File: config.mk
export PLATFORM = sky130hd
export DESIGN_NAME = lidar_clear_gate_heading_drive_core
export DESIGN_NICKNAME = d
export VERILOG_FILES = /design/src/rtl/core/lcgh_pkg.sv /design/src/rtl/core/lcgh_cordic.sv /design/src/rtl/core/lidar_clear_gate_heading_drive_core.sv
export SDC_FILE = /design/constraint.sdc
export NUM_CORES = 2
export LEC_CHECK = 0
export ABC_CLOCK_PERIOD_IN_PS = 22400
export BUFFER_PORTS_ARGS = -buffer_cell sky130_fd_sc_hd__buf_2
export CORE_MARGIN = 1.5
export CORE_UTILIZATION = 39
export DETAILED_ROUTE_END_ITERATION = 10
export GPL_TIMING_DRIVEN = 0
export PLACE_DENSITY_LB_ADDON = 0.12
export SLEW_MARGIN = 20
export SYNTH_ARGS = -nofsm -noshare
export SYNTH_HDL_FRONTEND = slang
export SYNTH_HIERARCHICAL = 1
export SYNTH_SLANG_ARGS = --single-unit
File: constraint.sdc
create_clock -name i_clk -period 22.4 [get_ports i_clk]
set_input_delay 2.24 -clock i_clk [delete_from_list [all_inputs] [get_ports i_clk]]
set_output_delay 2.24 -clock i_clk [all_outputs]
set_load 0.01 [all_outputs]
File: src/rtl/core/lcgh_pkg.sv
// ----------------------------------------------------------------------------
// lcgh_pkg
// shared types, constants and the arctangent table for the clearance gate
// ----------------------------------------------------------------------------
package lcgh_pkg;

    localparam int CordicW     = 44;
    localparam int CordicSteps = 14;

    localparam logic [15:0] InvGain      = 16'd19899;
    localparam logic [17:0] HalfErrScale = 18'd201062;
    localparam logic [7:0]  ForwardSpeed = 8'd200;
    localparam logic [16:0] MaxScanPoints = 17'd4096;

    typedef enum logic [2:0] {
        OP_ARM    = 3'd0,
        OP_DISARM = 3'd1,
        OP_POINT  = 3'd2,
        OP_END    = 3'd3,
        OP_TICK   = 3'd4
    } t_opcode;

    localparam logic [2:0] CFG_START  = 3'd0;
    localparam logic [2:0] CFG_STEP   = 3'd1;
    localparam logic [2:0] CFG_LEN    = 3'd2;
    localparam logic [2:0] CFG_HW     = 3'd3;
    localparam logic [2:0] CFG_CPL    = 3'd4;
    localparam logic [2:0] CFG_CFL    = 3'd5;
    localparam logic [2:0] CFG_RAD    = 3'd6;

    typedef enum logic [3:0] {
        ST_IDLE,
        ST_MUL,
        ST_FOLD,
        ST_ROT,
        ST_BOX,
        ST_SQ,
        ST_ARR,
        ST_QUAT,
        ST_AT1_GO,
        ST_AT1,
        ST_AT2_GO,
        ST_AT2,
        ST_ERR,
        ST_RES,
        ST_OUT
    } t_state;

    typedef struct packed {
        logic start;
        logic vect;
    } t_cordic_cmd;

    function automatic logic [13:0] atan_val(input logic [3:0] i);
        logic [13:0] v;
        case (i)
            4'd0:    v = 14'd8192;
            4'd1:    v = 14'd4836;
            4'd2:    v = 14'd2555;
            4'd3:    v = 14'd1297;
            4'd4:    v = 14'd651;
            4'd5:    v = 14'd326;
            4'd6:    v = 14'd163;
            4'd7:    v = 14'd81;
            4'd8:    v = 14'd41;
            4'd9:    v = 14'd20;
            4'd10:   v = 14'd10;
            4'd11:   v = 14'd5;
            4'd12:   v = 14'd3;
            4'd13:   v = 14'd1;
            default: v = 14'd0;
        endcase
        return v;
    endfunction

endpackage

File: src/rtl/core/lcgh_cordic.sv
// ----------------------------------------------------------------------------
// lcgh_cordic
// iterative cordic, one micro-rotation per cycle, rotation or vectoring
// ----------------------------------------------------------------------------
module lcgh_cordic (
    input  logic                              i_clk,
    input  logic                              i_rst_n,
    input  lcgh_pkg::t_cordic_cmd             i_cmd,
    input  logic signed [lcgh_pkg::CordicW-1:0] i_x,
    input  logic signed [lcgh_pkg::CordicW-1:0] i_y,
    input  logic signed [17:0]                i_z,
    output logic                              o_done,
    output logic signed [lcgh_pkg::CordicW-1:0] o_x,
    output logic signed [lcgh_pkg::CordicW-1:0] o_y,
    output logic signed [17:0]                o_z
);
    import lcgh_pkg::*;

    logic signed [CordicW-1:0] r_x, r_y, xs, ys;
    logic signed [17:0]        r_z, a;
    logic [3:0]                r_i;
    logic                      r_busy, r_vect, r_done;
    logic                      hold, pos;

    always_comb begin
        xs   = r_x >>> r_i;
        ys   = r_y >>> r_i;
        a    = $signed({4'b0, atan_val(r_i)});
        hold = r_vect && (r_y == '0);
        pos  = r_vect ? r_y[CordicW-1] : !r_z[17];
    end

    always_ff @(posedge i_clk) begin
        if (!i_rst_n) begin
            r_busy <= 1'b0;
            r_done <= 1'b0;
        end else begin
            r_done <= 1'b0;
            if (i_cmd.start) begin
                r_busy <= 1'b1;
                r_i    <= '0;
                r_vect <= i_cmd.vect;
                // vectoring: a vector in the left half plane is turned by pi first
                if (i_cmd.vect && i_x[CordicW-1]) begin
                    r_x <= -i_x;
                    r_y <= -i_y;
                    r_z <= 18'sd32768;
                end else begin
                    r_x <= i_x;
                    r_y <= i_y;
                    r_z <= i_cmd.vect ? 18'sd0 : i_z;
                end
            end else if (r_busy) begin
                if (!hold) begin
                    if (pos) begin
                        r_x <= r_x - ys;
                        r_y <= r_y + xs;
                        r_z <= r_z - a;
                    end else begin
                        r_x <= r_x + ys;
                        r_y <= r_y - xs;
                        r_z <= r_z + a;
                    end
                end
                r_i <= r_i + 4'd1;
                if (r_i == 4'(CordicSteps - 1)) begin
                    r_busy <= 1'b0;
                    r_done <= 1'b1;
                end
            end
        end
    end

    assign o_done = r_done;
    assign o_x    = r_x;
    assign o_y    = r_y;
    assign o_z    = r_z;

endmodule

File: src/rtl/core/lidar_clear_gate_heading_drive_core.sv
// ----------------------------------------------------------------------------
// lidar_clear_gate_heading_drive_core
// lidar box clearance gate and heading drive with a shared serial datapath
// ----------------------------------------------------------------------------
//  channel  | handshake            | payload
//  ---------+----------------------+-------------------------------------------
//  input    | i_valid / o_stall    | opcode, range, target/robot pose, quat
//  output   | o_valid / i_stall    | linear_mm_s, angular_mrad_s, finished
//  config   | i_cfg_we             | i_cfg_idx, i_cfg_data (16 bit)
//
//  arm, disarm and scan end are handled in the idle state
//  a scan point runs 16 bit-serial multiply steps for the sample angle and
//  the gain-scaled range, then 14 cordic rotation steps
//  a moving tick runs 48 serial steps for the squared distance and, short
//  of arrival, 4 quaternion products and two 14 step cordic atan2 passes
//  one item at a time; o_stall is high while an item is in flight or its
//  result waits for the output register; reset is synchronous, active low
// ----------------------------------------------------------------------------
module lidar_clear_gate_heading_drive_core (
    input  logic               i_clk,
    input  logic               i_rst_n,
    // input channel
    input  logic               i_valid,
    output logic               o_stall,
    input  logic [2:0]         i_opcode,
    input  logic [15:0]        i_range_mm,
    input  logic signed [23:0] i_target_x_mm,
    input  logic signed [23:0] i_target_y_mm,
    input  logic signed [23:0] i_robot_x_mm,
    input  logic signed [23:0] i_robot_y_mm,
    input  logic signed [15:0] i_quat_x,
    input  logic signed [15:0] i_quat_y,
    input  logic signed [15:0] i_quat_z,
    input  logic signed [15:0] i_quat_w,
    // output channel
    output logic               o_valid,
    input  logic               i_stall,
    output logic [7:0]         o_linear_mm_s,
    output logic signed [11:0] o_angular_mrad_s,
    output logic               o_finished,
    // config port
    input  logic               i_cfg_we,
    input  logic [2:0]         i_cfg_idx,
    input  logic [15:0]        i_cfg_data
);
    import lcgh_pkg::*;

    t_state r_state, n_state;

    // configuration registers
    logic [15:0] r_start_ang, r_step, r_len, r_hw, r_cpl, r_cfl, r_rad;

    // gate state
    logic        r_armed, n_armed, r_move, n_move;
    logic [15:0] r_frames, n_frames, r_points, n_points, r_idx, n_idx;

    // serial multiplier shift registers
    logic [47:0] r_mc, n_mc;
    logic [23:0] r_mp, n_mp;
    logic [48:0] r_acc, n_acc;
    logic [15:0] r_mc2, n_mc2, r_acc2, n_acc2;
    logic [5:0]  r_cnt, n_cnt;

    // tick operands and intermediates
    logic signed [24:0] r_dx, n_dx, r_dy, n_dy;
    logic signed [15:0] r_qx, n_qx, r_qy, n_qy, r_qz, n_qz, r_qw, n_qw;
    logic signed [32:0] r_num, n_num;
    logic [32:0]        r_sq, n_sq;
    logic [15:0]        r_theta, n_theta;
    logic signed [15:0] r_err, n_err;
    logic signed [34:0] r_prod, n_prod;

    // staged and registered result
    logic [7:0]         r_res_lin, n_res_lin;
    logic [11:0]        r_res_ang, n_res_ang;
    logic               r_res_fin, n_res_fin;
    logic               r_ovalid, n_ovalid;
    logic [7:0]         r_olin, n_olin;
    logic [11:0]        r_oang, n_oang;
    logic               r_ofin, n_ofin;

    // cordic
    t_cordic_cmd               c_cmd;
    logic signed [CordicW-1:0] c_xi, c_yi, c_xo, c_yo;
    logic signed [17:0]        c_zi, c_zo;
    logic                      c_done;

    // helpers
    logic                      accept, out_free;
    logic signed [24:0]        dx_in, dy_in;
    logic [15:0]               ang;
    logic signed [17:0]        zf;
    logic signed [CordicW-1:0] xf, ay;
    logic signed [15:0]        qa, qb;
    logic signed [31:0]        qp;
    logic [31:0]               rad_sq;
    logic                      in_box;
    logic signed [34:0]        rnd;

    lcgh_cordic u_cordic (
        .i_clk   (i_clk),
        .i_rst_n (i_rst_n),
        .i_cmd   (c_cmd),
        .i_x     (c_xi),
        .i_y     (c_yi),
        .i_z     (c_zi),
        .o_done  (c_done),
        .o_x     (c_xo),
        .o_y     (c_yo),
        .o_z     (c_zo)
    );

    assign accept   = i_valid && (r_state == ST_IDLE);
    assign out_free = !r_ovalid || !i_stall;
    assign o_stall  = (r_state != ST_IDLE);

    assign dx_in = 25'(i_target_x_mm) - 25'(i_robot_x_mm);
    assign dy_in = 25'(i_target_y_mm) - 25'(i_robot_y_mm);

    // next state
    always_comb begin
        n_state = r_state;
        case (r_state)
            ST_IDLE: begin
                if (accept) begin
                    if (i_opcode == OP_POINT && r_armed && ({1'b0, r_idx} < MaxScanPoints)) begin
                        n_state = ST_MUL;
                    end else if (i_opcode == OP_TICK && r_armed) begin
                        n_state = r_move ? ST_SQ : ST_OUT;
                    end
                end
            end
            ST_MUL:    n_state = (r_cnt == 6'd15) ? ST_FOLD : ST_MUL;
            ST_FOLD:   n_state = ST_ROT;
            ST_ROT:    n_state = c_done ? ST_BOX : ST_ROT;
            ST_BOX:    n_state = ST_IDLE;
            ST_SQ:     n_state = (r_cnt == 6'd47) ? ST_ARR : ST_SQ;
            ST_ARR:    n_state = ({17'b0, rad_sq} > r_acc) ? ST_OUT : ST_QUAT;
            ST_QUAT:   n_state = (r_cnt == 6'd3) ? ST_AT1_GO : ST_QUAT;
            ST_AT1_GO: n_state = ST_AT1;
            ST_AT1:    n_state = c_done ? ST_AT2_GO : ST_AT1;
            ST_AT2_GO: n_state = ST_AT2;
            ST_AT2:    n_state = c_done ? ST_ERR : ST_AT2;
            ST_ERR:    n_state = ST_RES;
            ST_RES:    n_state = ST_OUT;
            ST_OUT:    n_state = out_free ? ST_IDLE : ST_OUT;
            default:   n_state = ST_IDLE;
        endcase
    end

    // datapath
    always_comb begin
        n_armed   = r_armed;
        n_move    = r_move;
        n_frames  = r_frames;
        n_points  = r_points;
        n_idx     = r_idx;
        n_mc      = r_mc;
        n_mp      = r_mp;
        n_acc     = r_acc;
        n_mc2     = r_mc2;
        n_acc2    = r_acc2;
        n_cnt     = r_cnt;
        n_dx      = r_dx;
        n_dy      = r_dy;
        n_qx      = r_qx;
        n_qy      = r_qy;
        n_qz      = r_qz;
        n_qw      = r_qw;
        n_num     = r_num;
        n_sq      = r_sq;
        n_theta   = r_theta;
        n_err     = r_err;
        n_prod    = r_prod;
        n_res_lin = r_res_lin;
        n_res_ang = r_res_ang;
        n_res_fin = r_res_fin;
        n_ovalid  = r_ovalid && i_stall;
        n_olin    = r_olin;
        n_oang    = r_oang;
        n_ofin    = r_ofin;
        c_cmd     = '0;
        c_xi      = '0;
        c_yi      = '0;
        c_zi      = '0;
        ang       = r_start_ang + r_acc2;
        zf        = 18'(signed'(ang));
        xf        = 44'(signed'({1'b0, r_acc[31:0]}));
        ay        = c_yo[CordicW-1] ? -c_yo : c_yo;
        in_box    = (ay < $signed({13'b0, r_hw, 15'b0})) && !c_xo[CordicW-1]
                    && (c_xo <= $signed({13'b0, r_len, 15'b0}));
        qa        = r_qw;
        qb        = r_qz;
        case (r_cnt[1:0])
            2'd0:    begin qa = r_qw; qb = r_qz; end
            2'd1:    begin qa = r_qx; qb = r_qy; end
            2'd2:    begin qa = r_qy; qb = r_qy; end
            default: begin qa = r_qz; qb = r_qz; end
        endcase
        qp        = qa * qb;
        rad_sq    = r_rad * r_rad;
        rnd       = (r_prod + 35'sd2097152) >>> 22;

        case (r_state)
            ST_IDLE: begin
                if (accept) begin
                    case (i_opcode)
                        OP_ARM: begin
                            if (!r_armed) begin
                                n_points = '0;
                                n_idx    = '0;
                            end
                            n_armed = 1'b1;
                        end
                        OP_DISARM: begin
                            n_armed  = 1'b0;
                            n_move   = 1'b0;
                            n_points = '0;
                            n_idx    = '0;
                        end
                        OP_POINT: begin
                            // serial multiply: index * step and range * inverse gain
                            n_mp   = {8'b0, r_idx};
                            n_mc2  = r_step;
                            n_acc2 = '0;
                            n_mc   = {32'b0, i_range_mm};
                            n_acc  = '0;
                            n_cnt  = '0;
                            if (r_armed && ({1'b0, r_idx} < MaxScanPoints)) begin
                                n_idx = r_idx + 16'd1;
                            end
                        end
                        OP_END: begin
                            if (r_armed) begin
                                if (r_points < r_cpl) begin
                                    if (r_frames != 16'hFFFF) begin
                                        n_frames = r_frames + 16'd1;
                                    end
                                    if (n_frames > r_cfl) begin
                                        n_move = 1'b1;
                                    end
                                end else begin
                                    n_move   = 1'b0;
                                    n_frames = '0;
                                end
                            end
                            n_points = '0;
                            n_idx    = '0;
                        end
                        OP_TICK: begin
                            n_res_lin = '0;
                            n_res_ang = '0;
                            n_res_fin = 1'b0;
                            n_dx      = dx_in;
                            n_dy      = dy_in;
                            n_qx      = i_quat_x;
                            n_qy      = i_quat_y;
                            n_qz      = i_quat_z;
                            n_qw      = i_quat_w;
                            // squared distance runs on the magnitudes
                            n_mp      = dx_in[24] ? 24'(-dx_in) : dx_in[23:0];
                            n_mc      = {24'b0, n_mp};
                            n_acc     = '0;
                            n_cnt     = '0;
                        end
                        default: ;
                    endcase
                end
            end
            ST_MUL: begin
                n_acc2 = r_acc2 + (r_mp[0] ? r_mc2 : 16'd0);
                n_mc2  = r_mc2 << 1;
                n_mp   = r_mp >> 1;
                n_acc  = r_acc + (InvGain[r_cnt[3:0]] ? {1'b0, r_mc} : 49'd0);
                n_mc   = r_mc << 1;
                n_cnt  = r_cnt + 6'd1;
            end
            ST_FOLD: begin
                // fold into the right half plane, negating the start vector
                if (zf > 18'sd16384) begin
                    zf = zf - 18'sd32768;
                    xf = -xf;
                end else if (zf < -18'sd16384) begin
                    zf = zf + 18'sd32768;
                    xf = -xf;
                end
                c_cmd.start = 1'b1;
                c_cmd.vect  = 1'b0;
                c_xi        = xf;
                c_zi        = zf;
            end
            ST_BOX: begin
                if (in_box && r_points != 16'hFFFF) begin
                    n_points = r_points + 16'd1;
                end
            end
            ST_SQ: begin
                n_acc = r_acc + (r_mp[0] ? {1'b0, r_mc} : 49'd0);
                if (r_cnt == 6'd23) begin
                    n_mp = r_dy[24] ? 24'(-r_dy) : r_dy[23:0];
                    n_mc = {24'b0, n_mp};
                end else begin
                    n_mp = r_mp >> 1;
                    n_mc = r_mc << 1;
                end
                n_cnt = r_cnt + 6'd1;
            end
            ST_ARR: begin
                n_cnt = '0;
                n_num = '0;
                n_sq  = '0;
                if ({17'b0, rad_sq} > r_acc) begin
                    n_res_fin = 1'b1;
                    n_armed   = 1'b0;
                    n_move    = 1'b0;
                end
            end
            ST_QUAT: begin
                if (r_cnt[1]) begin
                    n_sq = r_sq + 33'(unsigned'(qp));
                end else begin
                    n_num = r_num + 33'(qp);
                end
                n_cnt = r_cnt + 6'd1;
            end
            ST_AT1_GO: begin
                c_cmd.start = 1'b1;
                c_cmd.vect  = 1'b1;
                c_xi        = {{3{r_dx[24]}}, r_dx, 16'b0};
                c_yi        = {{3{r_dy[24]}}, r_dy, 16'b0};
            end
            ST_AT1: begin
                if (c_done) begin
                    n_theta = c_zo[15:0];
                end
            end
            ST_AT2_GO: begin
                c_cmd.start = 1'b1;
                c_cmd.vect  = 1'b1;
                c_xi        = 44'sd1073741824 - $signed({10'b0, r_sq, 1'b0});
                c_yi        = {{10{r_num[32]}}, r_num, 1'b0};
            end
            ST_AT2: begin
                if (c_done) begin
                    n_err = r_theta - c_zo[15:0];
                end
            end
            ST_ERR: begin
                n_prod = r_err * $signed({1'b0, HalfErrScale});
            end
            ST_RES: begin
                n_res_lin = ForwardSpeed;
                n_res_ang = rnd[11:0];
            end
            ST_OUT: begin
                if (out_free) begin
                    n_ovalid = 1'b1;
                    n_olin   = r_res_lin;
                    n_oang   = r_res_ang;
                    n_ofin   = r_res_fin;
                end
            end
            default: ;
        endcase
    end

    always_ff @(posedge i_clk) begin
        if (!i_rst_n) begin
            r_state  <= ST_IDLE;
            r_armed  <= 1'b0;
            r_move   <= 1'b0;
            r_frames <= '0;
            r_points <= '0;
            r_idx    <= '0;
            r_ovalid <= 1'b0;
        end else begin
            r_state  <= n_state;
            r_armed  <= n_armed;
            r_move   <= n_move;
            r_frames <= n_frames;
            r_points <= n_points;
            r_idx    <= n_idx;
            r_ovalid <= n_ovalid;
        end
    end

    // payload registers
    always_ff @(posedge i_clk) begin
        r_mc      <= n_mc;
        r_mp      <= n_mp;
        r_acc     <= n_acc;
        r_mc2     <= n_mc2;
        r_acc2    <= n_acc2;
        r_cnt     <= n_cnt;
        r_dx      <= n_dx;
        r_dy      <= n_dy;
        r_qx      <= n_qx;
        r_qy      <= n_qy;
        r_qz      <= n_qz;
        r_qw      <= n_qw;
        r_num     <= n_num;
        r_sq      <= n_sq;
        r_theta   <= n_theta;
        r_err     <= n_err;
        r_prod    <= n_prod;
        r_res_lin <= n_res_lin;
        r_res_ang <= n_res_ang;
        r_res_fin <= n_res_fin;
        r_olin    <= n_olin;
        r_oang    <= n_oang;
        r_ofin    <= n_ofin;
    end

    // configuration writes
    always_ff @(posedge i_clk) begin
        if (!i_rst_n) begin
            r_start_ang <= 16'h8000;
            r_step      <= 16'd91;
            r_len       <= 16'd1000;
            r_hw        <= 16'd300;
            r_cpl       <= 16'd10;
            r_cfl       <= 16'd10;
            r_rad       <= 16'd300;
        end else if (i_cfg_we) begin
            case (i_cfg_idx)
                CFG_START: r_start_ang <= i_cfg_data;
                CFG_STEP:  r_step      <= i_cfg_data;
                CFG_LEN:   r_len       <= i_cfg_data;
                CFG_HW:    r_hw        <= i_cfg_data;
                CFG_CPL:   r_cpl       <= i_cfg_data;
                CFG_CFL:   r_cfl       <= i_cfg_data;
                CFG_RAD:   r_rad       <= i_cfg_data;
                default: ;
            endcase
        end
    end

    assign o_valid          = r_ovalid;
    assign o_linear_mm_s    = r_olin;
    assign o_angular_mrad_s = r_oang;
    assign o_finished       = r_ofin;

endmodule
Word-level counts from Yosys, hierarchy flattened
Memory sizes are Yosys's and may differ from the RTL's. A register that Yosys moved wholly into a read port is not among the register bits. Index checks and enable logic that the tools add are counted.

Word-level logic and storage cells: 324. Bits in latches: 0. Memories kept: 2. Register bits after elaboration: 726. RAM bits: 0. Input port bits: 203. ROM bits: 240.

Multipliers: 3. $lt $le $gt $ge: 9. Divide/modulo/power cells: 0. Multiplexer cells: 115. Shifts and indexed selects: 2. Reduce and logical (&&, ||, !) cells: 65. Equal/unequal tests: 52. Add/sub/neg operators: 30. Bitwise logic cells: 2.

Memories: (name not given) (depth 16, width 14, read ports 1, clocked after Yosys merged registers in 1, wr ports 0, RTL line lcgh_pkg.sv:56) `case (i)`; (name not given) (depth 16, width 1, read ports 1, clocked after Yosys merged registers in 1, wr ports 0, RTL line lidar_clear_gate_heading_drive_core.sv:274) `n_acc = r_acc + (InvGain[r_cnt[3:0]] ? {1'b0, r_mc} : 49'd0);`.

Operator list (number): $mux 44 (13); $mux 16 (17); $mux 48 (4); $mux 18 (9); $pmux 49 s3 (1); $pmux 48 s3 (1); $neg 44->44 (3); $pmux 33 s2 (2); $pmux 44 s3 (1); $pmux 16 s2 (4); $add 49x48->49 (2); $mux 49 (2); $mux 24 (4); $pmux 16 s3 (2); $pmux 48 s2 (1); $add 44x44->44 (2); $pmux 44 s2 (1); $sshr 44x4->44 (2); $sub 44x44->44 (2); $pmux 24 s3 (1); $add 33x32->33 (2); $mux 33 (2); $mul 16x16->32 (2); $pmux 4 s14 (1); 75 further kinds (197).

Depth between registers and ports, before layout
Depth in word-level cells: 14. Gate-level depth with buffers: 42. Mapped depth without buffers: 39.

Cells and area by module
The synthesis kept the hierarchy.

By module, submodules not included: lidar_clear_gate_heading_drive_core (sequential area each 15735.1 sq um, cells each 6670, instances 1, area each 60244.0 sq um); lcgh_cordic (sequential area each 3653.5 sq um, cells each 2363, instances 1, area each 19760.2 sq um).

Worst setup path before layout
OpenSTA, ideal clock, no wires.

Kind: register to register. From: register r_cnt[0]. To: register r_sq[25], data pin. Path slack: 13.176 ns. Data required time: 22.134 ns. Arrival time: 8.958 ns. Clock period less this slack: 9.224 ns. Stages on the path, launching flop included: 38. Cells stage by stage: edfxtp_1 > clkbuf_1 > inv_1 > ha_1 > clkbuf_1 > buf_1 > mux2i_1 > nor2_1 > fa_1 > inv_1 > fa_1 > inv_1 > ha_1 > fa_1 > inv_1 > fa_1 > fa_1 > inv_1 > [2 not listed] > nor3_1 > o21bai_1 > a21o_1 > a21o_1 > a21oi_1 > xnor2_1 > ha_1 > or2_2 > a21oi_1 > a21oi_1 > nor3_1 > o21ai_0 > o22ai_1 > inv_1 > a31o_2 > a21oi_1 > xor2_1 > nor2_1.

Cells in the longest elaborated chain, start to end: 7. Elaborated cells on any way between the ends: 10. Those cells by class: add/sub: 1; mul: 1; eq/ne: 2; mux: 4; reduce/logical: 2.

RTL lines: start: declaration (RTL line lidar_clear_gate_heading_drive_core.sv:62) `logic [5:0] r_cnt, n_cnt;`; start signal: assignment (RTL line lidar_clear_gate_heading_drive_core.sv:394) `r_cnt <= n_cnt;`; $eq 2x2->1 / $eq 2x1->1 (equally long branches) (RTL line lidar_clear_gate_heading_drive_core.sv:194) `case (r_cnt[1:0])`; $reduce_or 2->1 (no source line); $mux 16 (RTL line lidar_clear_gate_heading_drive_core.sv:194); $mul 16x16->32 (*) (RTL line lidar_clear_gate_heading_drive_core.sv:200) `qp = qa * qb;`; $add 33x32->33 (*) (RTL line lidar_clear_gate_heading_drive_core.sv:320) `n_sq = r_sq + 33'(unsigned'(qp));`; $mux 33 (*) (RTL line lidar_clear_gate_heading_drive_core.sv:319) `if (r_cnt[1]) begin`; $pmux 33 s2 (*) (RTL line lidar_clear_gate_heading_drive_core.sv:204) `case (r_state)`; end signal: assignment (RTL line lidar_clear_gate_heading_drive_core.sv:402) `r_sq <= n_sq;`; end: declaration (RTL line lidar_clear_gate_heading_drive_core.sv:68) `logic [32:0] r_sq, n_sq;`.

Mark *: on every way between the ends. The rest lies on a longest branch, timed or not. The select of a mux whose other input is x is not followed. A chain may end at the register's enable or synchronous reset.

Worst setup path in the final report
From: register r_cnt[1]. To: register r_sq[32], data pin.

The elaborated chain is that of the path after synthesis.

==> metrics.md <==
| Metric | Value |
|---|---|
| Worst min path class | `reg2reg` |
| R2R depth | `36` |
| CP max stage cell | `buf_1` |
| R2R Setup Slk | `10.78 ns` |
| End of the worst hold path | `o_angular_mrad_s[9]$_DFFE_PP_` |
| Rows | `between 150 and 200` |
| Final Hold Viols | `0` |
| HPWL after DPL | `between 200 and 250 mm` |
| DR vias/cell | `about 5.7` |
| Horiz. Die Dim | `between 400 and 500 µm` |
| Htree depth | `3` |
| Max-slew violations | `0` |
| GR Overflow Total | `0` |
| Crit start category | `register` |
| R2R Path Start | `r_cnt[1]$_DFFE_PP_` |
| Footprint of the multi-input gates | `approximately 56000 µm²` |
| Die height | `456 µm` |
| Post-CTS setup buffers | `0` |
| Final wirelength | `about 300 mm` |
| Worst-Margin Slew | `1.28 ns` |
| Hold_buf cts | `0` |
| CP max stage delay | `0.88 ns` |
| Ys async rst share | `0%` |
| Fill count | `20267` |
| First-pass GRT wire length | `437 mm` |
| Synth area leader | `edfxtp_1` |
| Initial Utilization | `39.2%` |
| WS Path Type | `reg2reg` |
| Clock slew at reported path FFs | `0.06 ns` |
| Cells after DPL | `11974` |
| Clk sinks | `707` |
| Max cap viols | `0` |
| Crit end category | `register` |
| DR WL/cell | `24.2 µm` |
| HP Start | `r_res_ang[9]$_SDFFCE_PN0P_` |
| Post-synthesis cell type count | `110` |
| Clk_skew | `0.0363 ns` |
| Largest net degree at the start of global routing | `29` |
| Final core occ | `43.3%` |
| YS warnings | `6` |
| Maximum VDD drop | `0.000414 V` |
| Core Area | `204000 µm²` |
| Worst-Skew Late Latency | `0.76 ns` |
| Status | `completed` |
| Avg Cell Area, Syn | `8.86 µm²` |
| Share of the synthesized area in the top cell type | `around a fifth` |
| All-Layer GR Usage | `roughly 28%` |
| Drt pass-1 iters | `8` |
| Area growth syn-to-layout | `10.6%` |
| Most frequent cell after synthesis | `nand2_1` |
| Die area | `208000 µm²` |
| Worst hold path stage count | `0` |
| Setup_tns | `0 ns` |
| Sequential area share after synthesis | `between 20% and 30%` |
| PwrDens | `172 nW/µm²` |
| Final setup fails | `0` |
| EDFF count, synth | `523` |
| WP data arrival | `12.08 ns` |
| Vias | `69583` |
| Clock Path Buffers | `3` |
| Root Buffer | `clkbuf_16` |
| Leading post-synthesis cells by cell area | `edfxtp_1, fa_1, ha_1` |
| Worst Path Buf+Inv | `9` |
| Cells after Synth | `9033` |
| Io pins | `about 230` |
| Placer congestion estimate | `0.967` |
| Initial antenna violation count | `13` |
| CP startpoint | `r_cnt[1]$_DFFE_PP_` |
| Reg area | `between 15000 and 20000 µm²` |
| DRC viols | `0` |
| Initial DRC count | `5959` |
| Top Family by Delay on Critical Path | `adder cells` |
| Synth top cells by count | `nand2_1, inv_1, ha_1` |
| Reg2reg end | `r_sq[32]$_SDFFCE_PN0P_` |
| Req. time, crit path | `approximately 23 ns` |
| Pwr Total | `15.2 mW` |
| Synthesized area | `around 80000 µm²` |
| Post-route clock period utilization | `about half` |
| CTS tree | `done` |
| FMAX | `86.0 MHz` |
| Total leakage power | `38.2 nW` |
| Layout cells sized above 1 | `7.81%` |
| Top_reg_cell synth | `edfxtp_1` |
| Num CTS Buffers | `92` |
| Net count, final | `10850` |
| # port buffers | `216` |
| Vias in the first global route | `slightly below 70000` |
| RSZ-0062 raised after global routing | `no` |
| Worst hold slack | `around 0.39 ns` |
| Crit path time final | `between 10 and 15 ns` |
| FF+latch count, synth | `707` |
| Cts repair resizes | `0` |
| DRT antenna net count | `0` |
| Worst Path Max Fanout | `10` |
| Layout Cells excl Fill | `12154` |
| Slew headroom | `14.6%` |
[logic make-up (layout without fill, tap and decap cells)]
| family | count (synthesis) | count (layout) | share of synthesized area [%] |
|---|---|---|---|
| and+or+nand+nor | 2897 | 2897 | 17.0 |
| AOI/OAI and AO/OA | 1897 | 1897 | 15.4 |
| buffers and inverters | 1308 | 1726 | 6.36 |
| adders and majority gates | 1268 | 1268 | 24.5 |
| DFF | 707 | 707 | 24.2 |
| xor gates and xnor gates | 646 | 646 | 7.09 |
| muxes | 309 | 309 | 5.48 |
| other | 1 | 16 | 0.00469 |
[sequential cells by signal (all words and copies together), names as in the netlist, 18 cells and up, named ones only]
name / flops
r_dx: 25
r_acc: 49
r_num: 33
u_cordic/o_y: 44
r_mp: 24
u_cordic/o_x: 44
r_dy: 25
r_sq: 33
r_mc: 48
u_cordic/o_z: 18
[layout by cell type, fill, tap and decap left out, drive strengths merged, types with 81 or more instances in the layout]
master | Yosys | routed
a21oi | 482 | 482
nand2b | 95 | 95
mux2 | 94 | 94
buf | 83 | 328
nor2 | 762 | 762
inv | 993 | 994
nand2 | 995 | 995
ha | 768 | 768
and3 | 98 | 98
and2 | 119 | 119
xor2 | 245 | 245
nand3 | 148 | 148
dfxtp | 184 | 184
nand4 | 81 | 81
mux4 | 91 | 91
o21ai | 449 | 449
mux2i | 124 | 124
nor2b | 128 | 128
edfxtp | 523 | 523
a21o | 183 | 183
a21boi | 120 | 120
nor3 | 194 | 194
fa | 499 | 499
xnor2 | 400 | 400
clkbuf | 229 | 344
[area by class of cell]
type / instances / area share (%)
diodes: 7 / 0.0198
plain buffers: 312 / 1.54
inverters: 996 / 4.23
clock inverters: 58 / 0.878
clock buffers: 115 / 2.83
flip-flops and latches: 707 / 21.9
repair buffers: 245 / 1.77
multi-input cells: 7026 / 63.0
well taps: 2688 / 3.80
[report_power, final]
part	leakage [nW]	switching (mW)	total, mW	internal, mW
Combinational	30.5	7.00	11.9	4.92
Sequential	6.14	0.112	1.64	1.53
Clock	1.59	0.661	1.62	0.960
[stage by stage]
stage / area [µm²] / setup slack [ns]
finish: 88400 / 10.78
global route: 88400 / 10.22
CTS: 88400 / 10.80
detailed placement: 85100 / 10.83
global placement: 84500 / 8.92
floorplan: 80000 / 13.18
[worst register-to-register path, delay by kind of cell (launching register included)]
family / cells / cell delay, ns
xor gates and xnor gates: 2 / 0.48
adders and majority gates: 9 / 4.13
buffers and inverters: 9 / 2.39
and+or+nand+nor: 6 / 0.91
AOI/OAI and AO/OA: 9 / 2.27
DFF: 1 / 0.63
muxes: 1 / 0.50
[per-layer routing]
| layer | wire length (µm) | vias to the layer above | global-route usage, % |
|---|---|---|---|
| li1 | - | 32243 | - |
| met1 | 128000 | 34179 | 37.5 |
| met2 | 133000 | 2660 | 44.4 |
| met3 | 20100 | 501 | 3.98 |
| met4 | 12800 | 0 | 10.7 |
| met5 | 0 | - | 0 |
[how the worst max path moves through the flow]
stage                                       to  slack (ns)  cells after the start
finish                  r_sq[32]$_SDFFCE_PN0P_       10.78                     36
CTS                     r_sq[32]$_SDFFCE_PN0P_       10.80                     36
global placement    u_cordic/o_y[12]$_DFFE_PP_        8.92                     13
global route            r_sq[32]$_SDFFCE_PN0P_       10.22                     36
detailed placement     r_num[32]$_SDFFCE_PN0P_       10.83                     35
floorplan               r_sq[25]$_SDFFCE_PN0P_       13.18                     37
No activity file was read; power rests on OpenSTA's default activity.
